$ cat config.mk
export PLATFORM = sky130hd
export DESIGN_NAME = dadsr_envelope_generator
export DESIGN_NICKNAME = d
export VERILOG_FILES = /design/src/sv/dadsr_pkg.sv /design/src/sv/dadsr_regs.sv /design/src/sv/dadsr_step.sv /design/src/sv/dadsr_envelope_generator.sv
export SDC_FILE = /design/constraint.sdc
export NUM_CORES = 2
export LEC_CHECK = 0
export ABC_AREA = 1
export BUFFER_PORTS_ARGS = -buffer_cell sky130_fd_sc_hd__buf_2
export CELL_PAD_IN_SITES_DETAIL_PLACEMENT = 1
export CELL_PAD_IN_SITES_GLOBAL_PLACEMENT = 2
export CORE_ASPECT_RATIO = 1.5
export CORE_MARGIN = 2
export CORE_UTILIZATION = 42
export CTS_CLUSTER_DIAMETER = 200
export DETAILED_ROUTE_END_ITERATION = 8
export MAX_ROUTING_LAYER = met4
export PLACE_DENSITY = 0.95
export REMOVE_ABC_BUFFERS = 1
export SYNTH_ARGS = -nofsm -noshare
export SYNTH_HDL_FRONTEND = slang
export SYNTH_SLANG_ARGS = --single-unit
$ cat constraint.sdc
create_clock -name clk_i -period 18.6 [get_ports clk_i]
set_input_delay 0.93 -clock clk_i [delete_from_list [all_inputs] [get_ports clk_i]]
set_output_delay 0.93 -clock clk_i [all_outputs]
set_load 0.02 [all_outputs]
$ cat src/sv/dadsr_pkg.sv
// ----------------------------------------------------------------------------
// dadsr_pkg
// Shared types, constants and helpers of the DADSR envelope generator.
// ----------------------------------------------------------------------------
package dadsr_pkg;

  // build-time options of the voice
  localparam int unsigned REPEAT_SAMPLES = 0;   // 0 disables the repeat
  localparam int unsigned SHUTDOWN_SHIFT = 6;   // taper length is 2^shift ticks
  localparam bit          RESET_TO_ZERO  = 1'b1;
  localparam bit          LEGATO         = 1'b0;

  localparam int unsigned ENV_W    = 23;                       // Q1.22, 0..1.0
  localparam int unsigned COEF_W   = 24;
  localparam int unsigned OFFS_W   = 24;
  localparam int unsigned BIAS_W   = 24;
  localparam int unsigned DLY_W    = 20;
  localparam int unsigned SEG_W    = 25;                       // segment result
  localparam int unsigned SHUT_W   = ENV_W + 1 - SHUTDOWN_SHIFT;
  localparam int unsigned PROD_W   = ENV_W + COEF_W;
  localparam int unsigned ADDR_W   = 5;
  localparam int unsigned DATA_W   = 32;

  localparam logic [ENV_W-1:0] ENV_ONE = ENV_W'(4194304);

  typedef enum logic [2:0] {
    PH_OFF     = 3'd0,
    PH_DELAY   = 3'd1,
    PH_ATTACK  = 3'd2,
    PH_DECAY   = 3'd3,
    PH_SUSTAIN = 3'd4,
    PH_RELEASE = 3'd5,
    PH_SHUT    = 3'd6,
    PH_RSHUT   = 3'd7
  } dadsr_phase_e;

  typedef enum logic [1:0] {
    CMD_TICK  = 2'd0,
    CMD_ON    = 2'd1,
    CMD_OFF   = 2'd2,
    CMD_STEAL = 2'd3
  } dadsr_cmd_e;

  typedef enum logic [2:0] {
    REG_ATTACK_COEFF   = 3'd0,
    REG_ATTACK_OFFSET  = 3'd1,
    REG_DECAY_COEFF    = 3'd2,
    REG_DECAY_OFFSET   = 3'd3,
    REG_RELEASE_COEFF  = 3'd4,
    REG_RELEASE_OFFSET = 3'd5,
    REG_SUSTAIN_LEVEL  = 3'd6,
    REG_DELAY_SAMPLES  = 3'd7
  } dadsr_reg_e;

  typedef struct packed {
    logic [COEF_W-1:0] attack_coeff;
    logic [OFFS_W-1:0] attack_offset;
    logic [COEF_W-1:0] decay_coeff;
    logic [OFFS_W-1:0] decay_offset;
    logic [COEF_W-1:0] release_coeff;
    logic [OFFS_W-1:0] release_offset;
    logic [ENV_W-1:0]  sustain_level;
    logic [DLY_W-1:0]  delay_samples;
  } dadsr_cfg_t;

  typedef struct packed {
    dadsr_phase_e      phase;
    logic [ENV_W-1:0]  env;
    logic [DLY_W-1:0]  delay_count;
    logic [DLY_W-1:0]  repeat_count;
    logic [SHUT_W-1:0] shut_step;
    logic              release_pending;
  } dadsr_state_t;

  // sustain level saturated to full scale
  function automatic logic [ENV_W-1:0] sus_sat(input logic [ENV_W-1:0] lvl);
    return (lvl > ENV_ONE) ? ENV_ONE : lvl;
  endfunction

  // saturate a signed segment result to 0..1.0
  function automatic logic [ENV_W-1:0] clamp_env(input logic signed [SEG_W-1:0] v);
    logic [ENV_W-1:0] r;
    if (v < 0) begin
      r = '0;
    end else if (v > $signed({2'b00, ENV_ONE})) begin
      r = ENV_ONE;
    end else begin
      r = v[ENV_W-1:0];
    end
    return r;
  endfunction

endpackage

$ cat src/sv/dadsr_regs.sv
// ----------------------------------------------------------------------------
// dadsr_regs
// APB-style register file holding the segment coefficients, offsets, sustain level and delay.
// ----------------------------------------------------------------------------
module dadsr_regs
  import dadsr_pkg::*;
(
  input  logic              clk_i,
  input  logic              rst_ni,
  input  logic              psel,
  input  logic              penable,
  input  logic              pwrite,
  input  logic [ADDR_W-1:0] paddr,
  input  logic [DATA_W-1:0] pwdata,
  output logic [DATA_W-1:0] prdata,
  output logic              pready,
  output dadsr_cfg_t        cfg_o
);

  dadsr_cfg_t cfg_q;
  dadsr_reg_e reg_sel;
  logic       wr_en;

  assign pready  = 1'b1;
  assign reg_sel = dadsr_reg_e'(paddr[ADDR_W-1:2]);
  assign wr_en   = psel && penable && pwrite;

  always_ff @(posedge clk_i or negedge rst_ni) begin
    if (!rst_ni) begin
      cfg_q.attack_coeff   <= '0;
      cfg_q.attack_offset  <= OFFS_W'(4194304);
      cfg_q.decay_coeff    <= '0;
      cfg_q.decay_offset   <= '0;
      cfg_q.release_coeff  <= '0;
      cfg_q.release_offset <= '1;
      cfg_q.sustain_level  <= ENV_ONE;
      cfg_q.delay_samples  <= '0;
    end else if (wr_en) begin
      case (reg_sel)
        REG_ATTACK_COEFF:   cfg_q.attack_coeff   <= pwdata[COEF_W-1:0];
        REG_ATTACK_OFFSET:  cfg_q.attack_offset  <= pwdata[OFFS_W-1:0];
        REG_DECAY_COEFF:    cfg_q.decay_coeff    <= pwdata[COEF_W-1:0];
        REG_DECAY_OFFSET:   cfg_q.decay_offset   <= pwdata[OFFS_W-1:0];
        REG_RELEASE_COEFF:  cfg_q.release_coeff  <= pwdata[COEF_W-1:0];
        REG_RELEASE_OFFSET: cfg_q.release_offset <= pwdata[OFFS_W-1:0];
        REG_SUSTAIN_LEVEL:  cfg_q.sustain_level  <= pwdata[ENV_W-1:0];
        REG_DELAY_SAMPLES:  cfg_q.delay_samples  <= pwdata[DLY_W-1:0];
        default: ;
      endcase
    end
  end

  always_comb begin
    case (reg_sel)
      REG_ATTACK_COEFF:   prdata = DATA_W'(cfg_q.attack_coeff);
      REG_ATTACK_OFFSET:  prdata = DATA_W'(cfg_q.attack_offset);
      REG_DECAY_COEFF:    prdata = DATA_W'(cfg_q.decay_coeff);
      REG_DECAY_OFFSET:   prdata = DATA_W'(cfg_q.decay_offset);
      REG_RELEASE_COEFF:  prdata = DATA_W'(cfg_q.release_coeff);
      REG_RELEASE_OFFSET: prdata = DATA_W'(cfg_q.release_offset);
      REG_SUSTAIN_LEVEL:  prdata = DATA_W'(cfg_q.sustain_level);
      REG_DELAY_SAMPLES:  prdata = DATA_W'(cfg_q.delay_samples);
      default:            prdata = '0;
    endcase
  end

  assign cfg_o = cfg_q;

endmodule

$ cat src/sv/dadsr_step.sv
// ----------------------------------------------------------------------------
// dadsr_step
// Next-state logic of the voice for one request: one multiply-add segment,
// the linear shutdown taper and the phase sequencing.
// ----------------------------------------------------------------------------
module dadsr_step
  import dadsr_pkg::*;
(
  input  dadsr_cfg_t   cfg_i,
  input  dadsr_state_t state_i,
  input  dadsr_cmd_e   cmd_i,
  input  logic         pedal_i,
  output dadsr_state_t state_o
);

  dadsr_phase_e             ph;
  logic [ENV_W-1:0]         env;
  logic [DLY_W-1:0]         dcnt;
  logic [DLY_W-1:0]         rcnt;
  logic [SHUT_W-1:0]        step;
  logic                     rp;
  logic [ENV_W-1:0]         sus;
  logic [COEF_W-1:0]        seg_coeff;
  logic [OFFS_W-1:0]        seg_offs;
  logic [PROD_W-1:0]        prod;
  logic signed [SEG_W-1:0]  seg_v;
  logic signed [SEG_W-1:0]  sub_v;
  logic [ENV_W:0]           ceil_sum;
  logic [SHUT_W-1:0]        shut_c;
  logic                     rep_hit;

  assign sus      = sus_sat(cfg_i.sustain_level);
  assign ceil_sum = {1'b0, state_i.env} + (ENV_W+1)'((1 << SHUTDOWN_SHIFT) - 1);
  assign shut_c   = SHUT_W'(ceil_sum >> SHUTDOWN_SHIFT);
  assign rep_hit  = (REPEAT_SAMPLES != 0) &&
                    (state_i.repeat_count >= DLY_W'(REPEAT_SAMPLES));
  assign sub_v    = $signed({2'b00, state_i.env}) -
                    $signed({{(SEG_W-SHUT_W){1'b0}}, state_i.shut_step});
  assign prod     = state_i.env * seg_coeff;
  assign seg_v    = $signed({seg_offs[OFFS_W-1], seg_offs}) +
                    $signed({2'b00, prod[PROD_W-1:COEF_W]});

  always_comb begin
    ph   = state_i.phase;
    env  = state_i.env;
    dcnt = state_i.delay_count;
    rcnt = state_i.repeat_count;
    step = state_i.shut_step;
    rp   = state_i.release_pending;

    // deferred note off once the pedal comes up
    if (rp && !pedal_i) begin
      rp = 1'b0;
      ph = (env != '0) ? PH_RELEASE : PH_OFF;
    end

    case (ph)
      PH_ATTACK: begin
        seg_coeff = cfg_i.attack_coeff;
        seg_offs  = cfg_i.attack_offset;
      end
      PH_DECAY: begin
        seg_coeff = cfg_i.decay_coeff;
        seg_offs  = cfg_i.decay_offset;
      end
      default: begin
        seg_coeff = cfg_i.release_coeff;
        seg_offs  = cfg_i.release_offset;
      end
    endcase

    case (cmd_i)
      CMD_TICK: begin
        case (ph)
          PH_OFF: begin
            if (RESET_TO_ZERO) begin
              env  = '0;
              dcnt = '0;
              rcnt = '0;
            end
          end
          PH_DELAY, PH_ATTACK, PH_DECAY, PH_SUSTAIN: begin
            if (rep_hit) begin
              step = shut_c;
              rp   = 1'b0;
              ph   = PH_RSHUT;
            end else begin
              if (REPEAT_SAMPLES != 0) begin
                rcnt = rcnt + DLY_W'(1);
              end
              case (ph)
                PH_DELAY: begin
                  if (cfg_i.delay_samples == '0 || dcnt >= cfg_i.delay_samples) begin
                    ph   = PH_ATTACK;
                    dcnt = '0;
                  end else begin
                    dcnt = dcnt + DLY_W'(1);
                  end
                end
                PH_ATTACK: begin
                  if (seg_v >= $signed({2'b00, ENV_ONE})) begin
                    env = ENV_ONE;
                    ph  = PH_DECAY;
                  end else begin
                    env = clamp_env(seg_v);
                  end
                end
                PH_DECAY: begin
                  if (seg_v <= $signed({2'b00, sus})) begin
                    env = sus;
                    ph  = PH_SUSTAIN;
                  end else begin
                    env = clamp_env(seg_v);
                  end
                end
                default: env = sus;
              endcase
            end
          end
          PH_RELEASE: begin
            if (!pedal_i) begin
              if (seg_v <= 0) begin
                env = '0;
                ph  = PH_OFF;
              end else begin
                env = clamp_env(seg_v);
              end
            end
          end
          PH_SHUT: begin
            if (RESET_TO_ZERO) begin
              if (sub_v <= 0) begin
                env = '0;
                ph  = PH_OFF;
              end else begin
                env = sub_v[ENV_W-1:0];
              end
            end else begin
              ph = PH_OFF;
            end
          end
          default: begin
            // repeat shutdown: taper, then retrigger at zero
            if (sub_v <= 0) begin
              env = '0;
              if (!LEGATO) begin
                dcnt = '0;
                rcnt = '0;
                ph   = PH_DELAY;
              end
            end else begin
              env = sub_v[ENV_W-1:0];
            end
          end
        endcase
      end
      CMD_ON: begin
        if (!LEGATO || ph == PH_OFF || ph == PH_RELEASE) begin
          if (RESET_TO_ZERO) begin
            env = '0;
          end
          dcnt = '0;
          rcnt = '0;
          ph   = PH_DELAY;
        end
      end
      CMD_OFF: begin
        if (pedal_i) begin
          rp = 1'b1;
        end else begin
          ph = (env != '0) ? PH_RELEASE : PH_OFF;
        end
      end
      default: begin
        if (!LEGATO) begin
          step = shut_c;
          rp   = 1'b0;
          ph   = PH_SHUT;
        end
      end
    endcase

    state_o.phase           = ph;
    state_o.env             = env;
    state_o.delay_count     = dcnt;
    state_o.repeat_count    = rcnt;
    state_o.shut_step       = step;
    state_o.release_pending = rp;
  end

endmodule

$ cat src/sv/dadsr_envelope_generator.sv
// ----------------------------------------------------------------------------
// dadsr_envelope_generator
// Single-voice delay-attack-decay-sustain-release envelope, Q1.22 fixed point.
// ----------------------------------------------------------------------------
// a request is accepted into the input register; once the result register is free,
//   one multiply-add pass loads its result into the result register
// throughput: one request per cycle unless out_stall_i holds the result; state
//   and result register load on the same edge, so the next request sees the new state
// reset: voice off, envelope zero, counters clear, registers at their defaults
module dadsr_envelope_generator
  import dadsr_pkg::*;
(
  input  logic                     clk_i,
  input  logic                     rst_ni,
  input  logic                     psel,
  input  logic                     penable,
  input  logic                     pwrite,
  input  logic [ADDR_W-1:0]        paddr,
  input  logic [DATA_W-1:0]        pwdata,
  output logic [DATA_W-1:0]        prdata,
  output logic                     pready,
  input  logic                     in_valid_i,
  output logic                     in_stall_o,
  input  logic [1:0]               cmd_i,
  input  logic                     sustain_pedal_i,
  output logic                     out_valid_o,
  input  logic                     out_stall_i,
  output logic [ENV_W-1:0]         env_out_o,
  output logic signed [BIAS_W-1:0] biased_out_o,
  output logic [2:0]               phase_code_o
);

  dadsr_cfg_t   cfg;
  dadsr_state_t state_q, state_d;

  logic              in_vld_q, in_vld_d;
  dadsr_cmd_e        cmd_q;
  logic              pedal_q;
  logic              out_vld_q, out_vld_d;
  logic [ENV_W-1:0]  env_out_q;
  logic [BIAS_W-1:0] biased_q;
  logic [2:0]        phase_q;
  logic              adv;
  logic              in_take;

  dadsr_regs u_regs (
    .clk_i   (clk_i),
    .rst_ni  (rst_ni),
    .psel    (psel),
    .penable (penable),
    .pwrite  (pwrite),
    .paddr   (paddr),
    .pwdata  (pwdata),
    .prdata  (prdata),
    .pready  (pready),
    .cfg_o   (cfg)
  );

  dadsr_step u_step (
    .cfg_i   (cfg),
    .state_i (state_q),
    .cmd_i   (cmd_q),
    .pedal_i (pedal_q),
    .state_o (state_d)
  );

  // a request moves on when the result register is free or being drained
  assign adv        = in_vld_q && (!out_vld_q || !out_stall_i);
  assign in_stall_o = in_vld_q && !adv;
  assign in_take    = in_valid_i && !in_stall_o;
  assign in_vld_d   = in_take || (in_vld_q && !adv);
  assign out_vld_d  = adv || (out_vld_q && out_stall_i);

  always_ff @(posedge clk_i or negedge rst_ni) begin
    if (!rst_ni) begin
      in_vld_q                <= 1'b0;
      out_vld_q               <= 1'b0;
      state_q.phase           <= PH_OFF;
      state_q.env             <= '0;
      state_q.delay_count     <= '0;
      state_q.repeat_count    <= '0;
      state_q.shut_step       <= '0;
      state_q.release_pending <= 1'b0;
    end else begin
      in_vld_q  <= in_vld_d;
      out_vld_q <= out_vld_d;
      if (adv) begin
        state_q <= state_d;
      end
    end
  end

  always_ff @(posedge clk_i) begin
    if (in_take) begin
      cmd_q   <= dadsr_cmd_e'(cmd_i);
      pedal_q <= sustain_pedal_i;
    end
    if (adv) begin
      env_out_q <= state_d.env;
      biased_q  <= BIAS_W'({1'b0, state_d.env} - {1'b0, sus_sat(cfg.sustain_level)});
      phase_q   <= state_d.phase;
    end
  end

  assign out_valid_o  = out_vld_q;
  assign env_out_o    = env_out_q;
  assign biased_out_o = $signed(biased_q);
  assign phase_code_o = phase_q;

endmodule

==> results_dict.tcl <==
set metrics [dict create \
    required_ns 18.92 \
    critPathKind "flip-flop to flip-flop" \
    async_flop_share_pct 82.7 \
    start_kind "flip-flop" \
    num-nets-final 5699 \
    fin_crit_ns 16.87 \
    ys_seq_area_share_pct 21.0 \
    ys_ff_latch 307 \
    setup-tns-final_ns 0 \
    yosysWarnings 0 \
    port_buffers 112 \
    dr_total_vias 34500 \
    drt-total-wl_mm 150 \
    finalHoldViolCount 0 \
    cts_resized 0 \
    worst_slew_pin_slew_ns 1.20 \
    max_freq_mhz 59.3 \
    critPathSlowestCell "xor2_1" \
    avgSynthCellArea_um2 7.81 \
    endpoint_kind "flip-flop" \
    hold_path.class "primary input to asynchronous set/reset pin" \
    grt_max_degree 105 \
    drtAntennaViolNets 0 \
    synth_edf_count 53 \
    antenna_found_initial 2 \
    arrival_ns 17.18 \
    ys.flop_type "dfrtp_1" \
    htreeDepth 2 \
    core-area_mm2 0.0900 \
    clockBufferDepth 3 \
    cts-buffers-inserted 36 \
    maxSlewViolCount 0 \
    dieArea_mm2 0.0930 \
    numClockSinks 307 \
    insertion_delay_ns 0.58 \
    track_usage_pct 33.3 \
    synthCells 4867 \
    num-fill-cells 11200 \
    synth_area_mm2 0.0380 \
    synth_area_leaders "fa_1 (24%), dfrtp_1 (15%), nand2_1 (11%)" \
    synth_top_area_share_pct 24.3 \
    vias_per_cell 5.65 \
    drt-initial-drc-count 2470 \
    setup_viol 0 \
    crit_top_cell "nand2_1" \
    die_h_um 373 \
    area_growth_pct 8.30 \
    rows 135 \
    postCtsSetupBuffers 0 \
    slowest_delay_ns 0.96 \
    final_cell_area_mm2 0.0412 \
    grt_pass1_vias 37200 \
    dr.pass1.iters 6 \
    maxCapViolCount 0 \
    cp_max_fo 29 \
    overflow 0 \
    synth_cell_types 67 \
    rsz0062_at_grt "no" \
    route.detailed.drc 0 \
    outcome "finished clean" \
    grt_pass1_wl_mm 224 \
    min_period_over_period_pct 90.7 \
    slew_headroom_pct 20.0 \
    place_congestion 0.967 \
    io_pins 132 \
    finalClockSkew_ns 0.0193 \
    hpwl_mm 116 \
    start_util_pct 42.2 \
    cts_root_buf "clkbuf_16" \
    tritoncts "built" \
    wl_per_cell_um 24.5 \
    clk_pin_slew_ns 0.06 \
    yosys.area.top_type "fa_1" \
    die_x_um 250 \
    hold_buffers 0 \
    place_area_mm2 0.0400 \
    final_layout_size_suffix_gt1_share_pct 8.72 \
]
## flip-flops by register name (all words and copies together), names as in the netlist
| register | count |
|---|---|
| env_out_o | 23 |
| phase_code_o | 3 |
| out_valid_o | 1 |
| state_q | 65 |
| u_regs.cfg_o | 187 |
| cmd_q | 2 |
| pedal_q | 1 |
| biased_out_o | 24 |
| in_vld_q | 1 |
## cell type report
type	count	area, µm²	area share [%]
antenna	2	5.00	0.0122
clock buffer	54	1090	2.65
clock inverter	12	105	0.255
inverter	958	3600	8.74
tap	1164	1460	3.54
timing repair buffer	209	1300	3.15
multi-input combinational	3403	25700	62.3
sequential	307	7980	19.4
## critical path: cells and delay by family (launching register included)
kind	cells	cell delay (ns)
xor+xnor	3	1.37
simple gates	27	3.37
compound gates	15	3.21
flops	1	0.33
buf+inv	12	2.72
fa+ha+maj	12	5.52
## through the flow
stage	instances	worst slack (ns)	utilization (%)	hold WS, ns
after floorplan	4668	5.02	-	0.453
after global placement	6041	2.61	44.4	0.465
after detailed placement	6041	2.42	44.4	0.473
after CTS	6107	2.33	45.7	0.450
after global routing	6109	0.900	45.7	0.500
final	6109	1.73	45.7	0.449
## logic make-up (layout without fill, tap and decap cells)
logic type                 count (synthesis)  in the layout  share of synthesized area [%]
and+or+nand+nor                         1882           1882                           20.5
buffers and inverters                   1164           1233                           11.9
adders and majority gates                737            737                           33.3
AOI/OAI and AO/OA                        680            680                           11.1
DFF                                      307            307                           21.0
xor gates and xnor gates                  95             95                           2.23
other                                      2             11                         0.0197
## cells in the mapped netlist, types with 22 or more instances
cell type  instances
dfstp_2           26
nor2_1           457
o21a_1            28
clkbuf_1         149
o211ai_1          26
dfrtp_1          228
nand4_1           42
edfxtp_1          53
inv_1            919
o21ai_1           37
o21ai_0          262
buf_2             29
nand2_1         1114
xnor2_1           30
nand3_1          154
o22ai_1           23
nand3_2           22
o221ai_1          28
a21oi_1          136
fa_1             461
nor3_1            28
xor2_1            63
ha_1             276
a221oi_1          63
## final timing paths
check / start / to / slack (ns) / cells past startpoint
max: pedal_q$_DFFE_PP_ / biased_out_o[22]$_DFFE_PP_ / 1.73 / 69
min: rst_ni / state_q[50]$_DFFE_PN0P_ / 0.45 / 1
max reg2reg: pedal_q$_DFFE_PP_ / biased_out_o[22]$_DFFE_PP_ / 1.73 / 69
min reg2reg: u_regs.cfg_o[95]$_DFFE_PN0P_ / u_regs.cfg_o[95]$_DFFE_PN0P_ / 0.49 / 2
max in group asynchronous: rst_ni / u_regs.cfg_o[119]$_DFFE_PN0P_ / 15.66 / 3
min in group clk_i: u_regs.cfg_o[95]$_DFFE_PN0P_ / u_regs.cfg_o[95]$_DFFE_PN0P_ / 0.49 / 2
## layout by cell type (no fill, tap or decap), types with 30 or more instances in the layout
cell,instances
o21ai_1,37
o21ai_0,262
ha_1,276
nand2_1,1114
fa_1,461
edfxtp_1,53
a21oi_1,136
dfrtp_1,228
clkbuf_16,38
a221oi_1,56
nand3_1,154
nor2_1,453
xnor2_1,30
buf_2,111
xor2_1,63
nand4_1,42
buf_4,97
inv_1,919
## layer usage
layer	track usage, %	share of wire (%)
met2	56.4	49
met4	27.3	10
met3	5.37	6.1
met1	34.1	35
met5	-	0
Power is left out: the tool's default activity adds up to more than one toggle a clock period on the data nets, which glitch-free logic cannot reach.
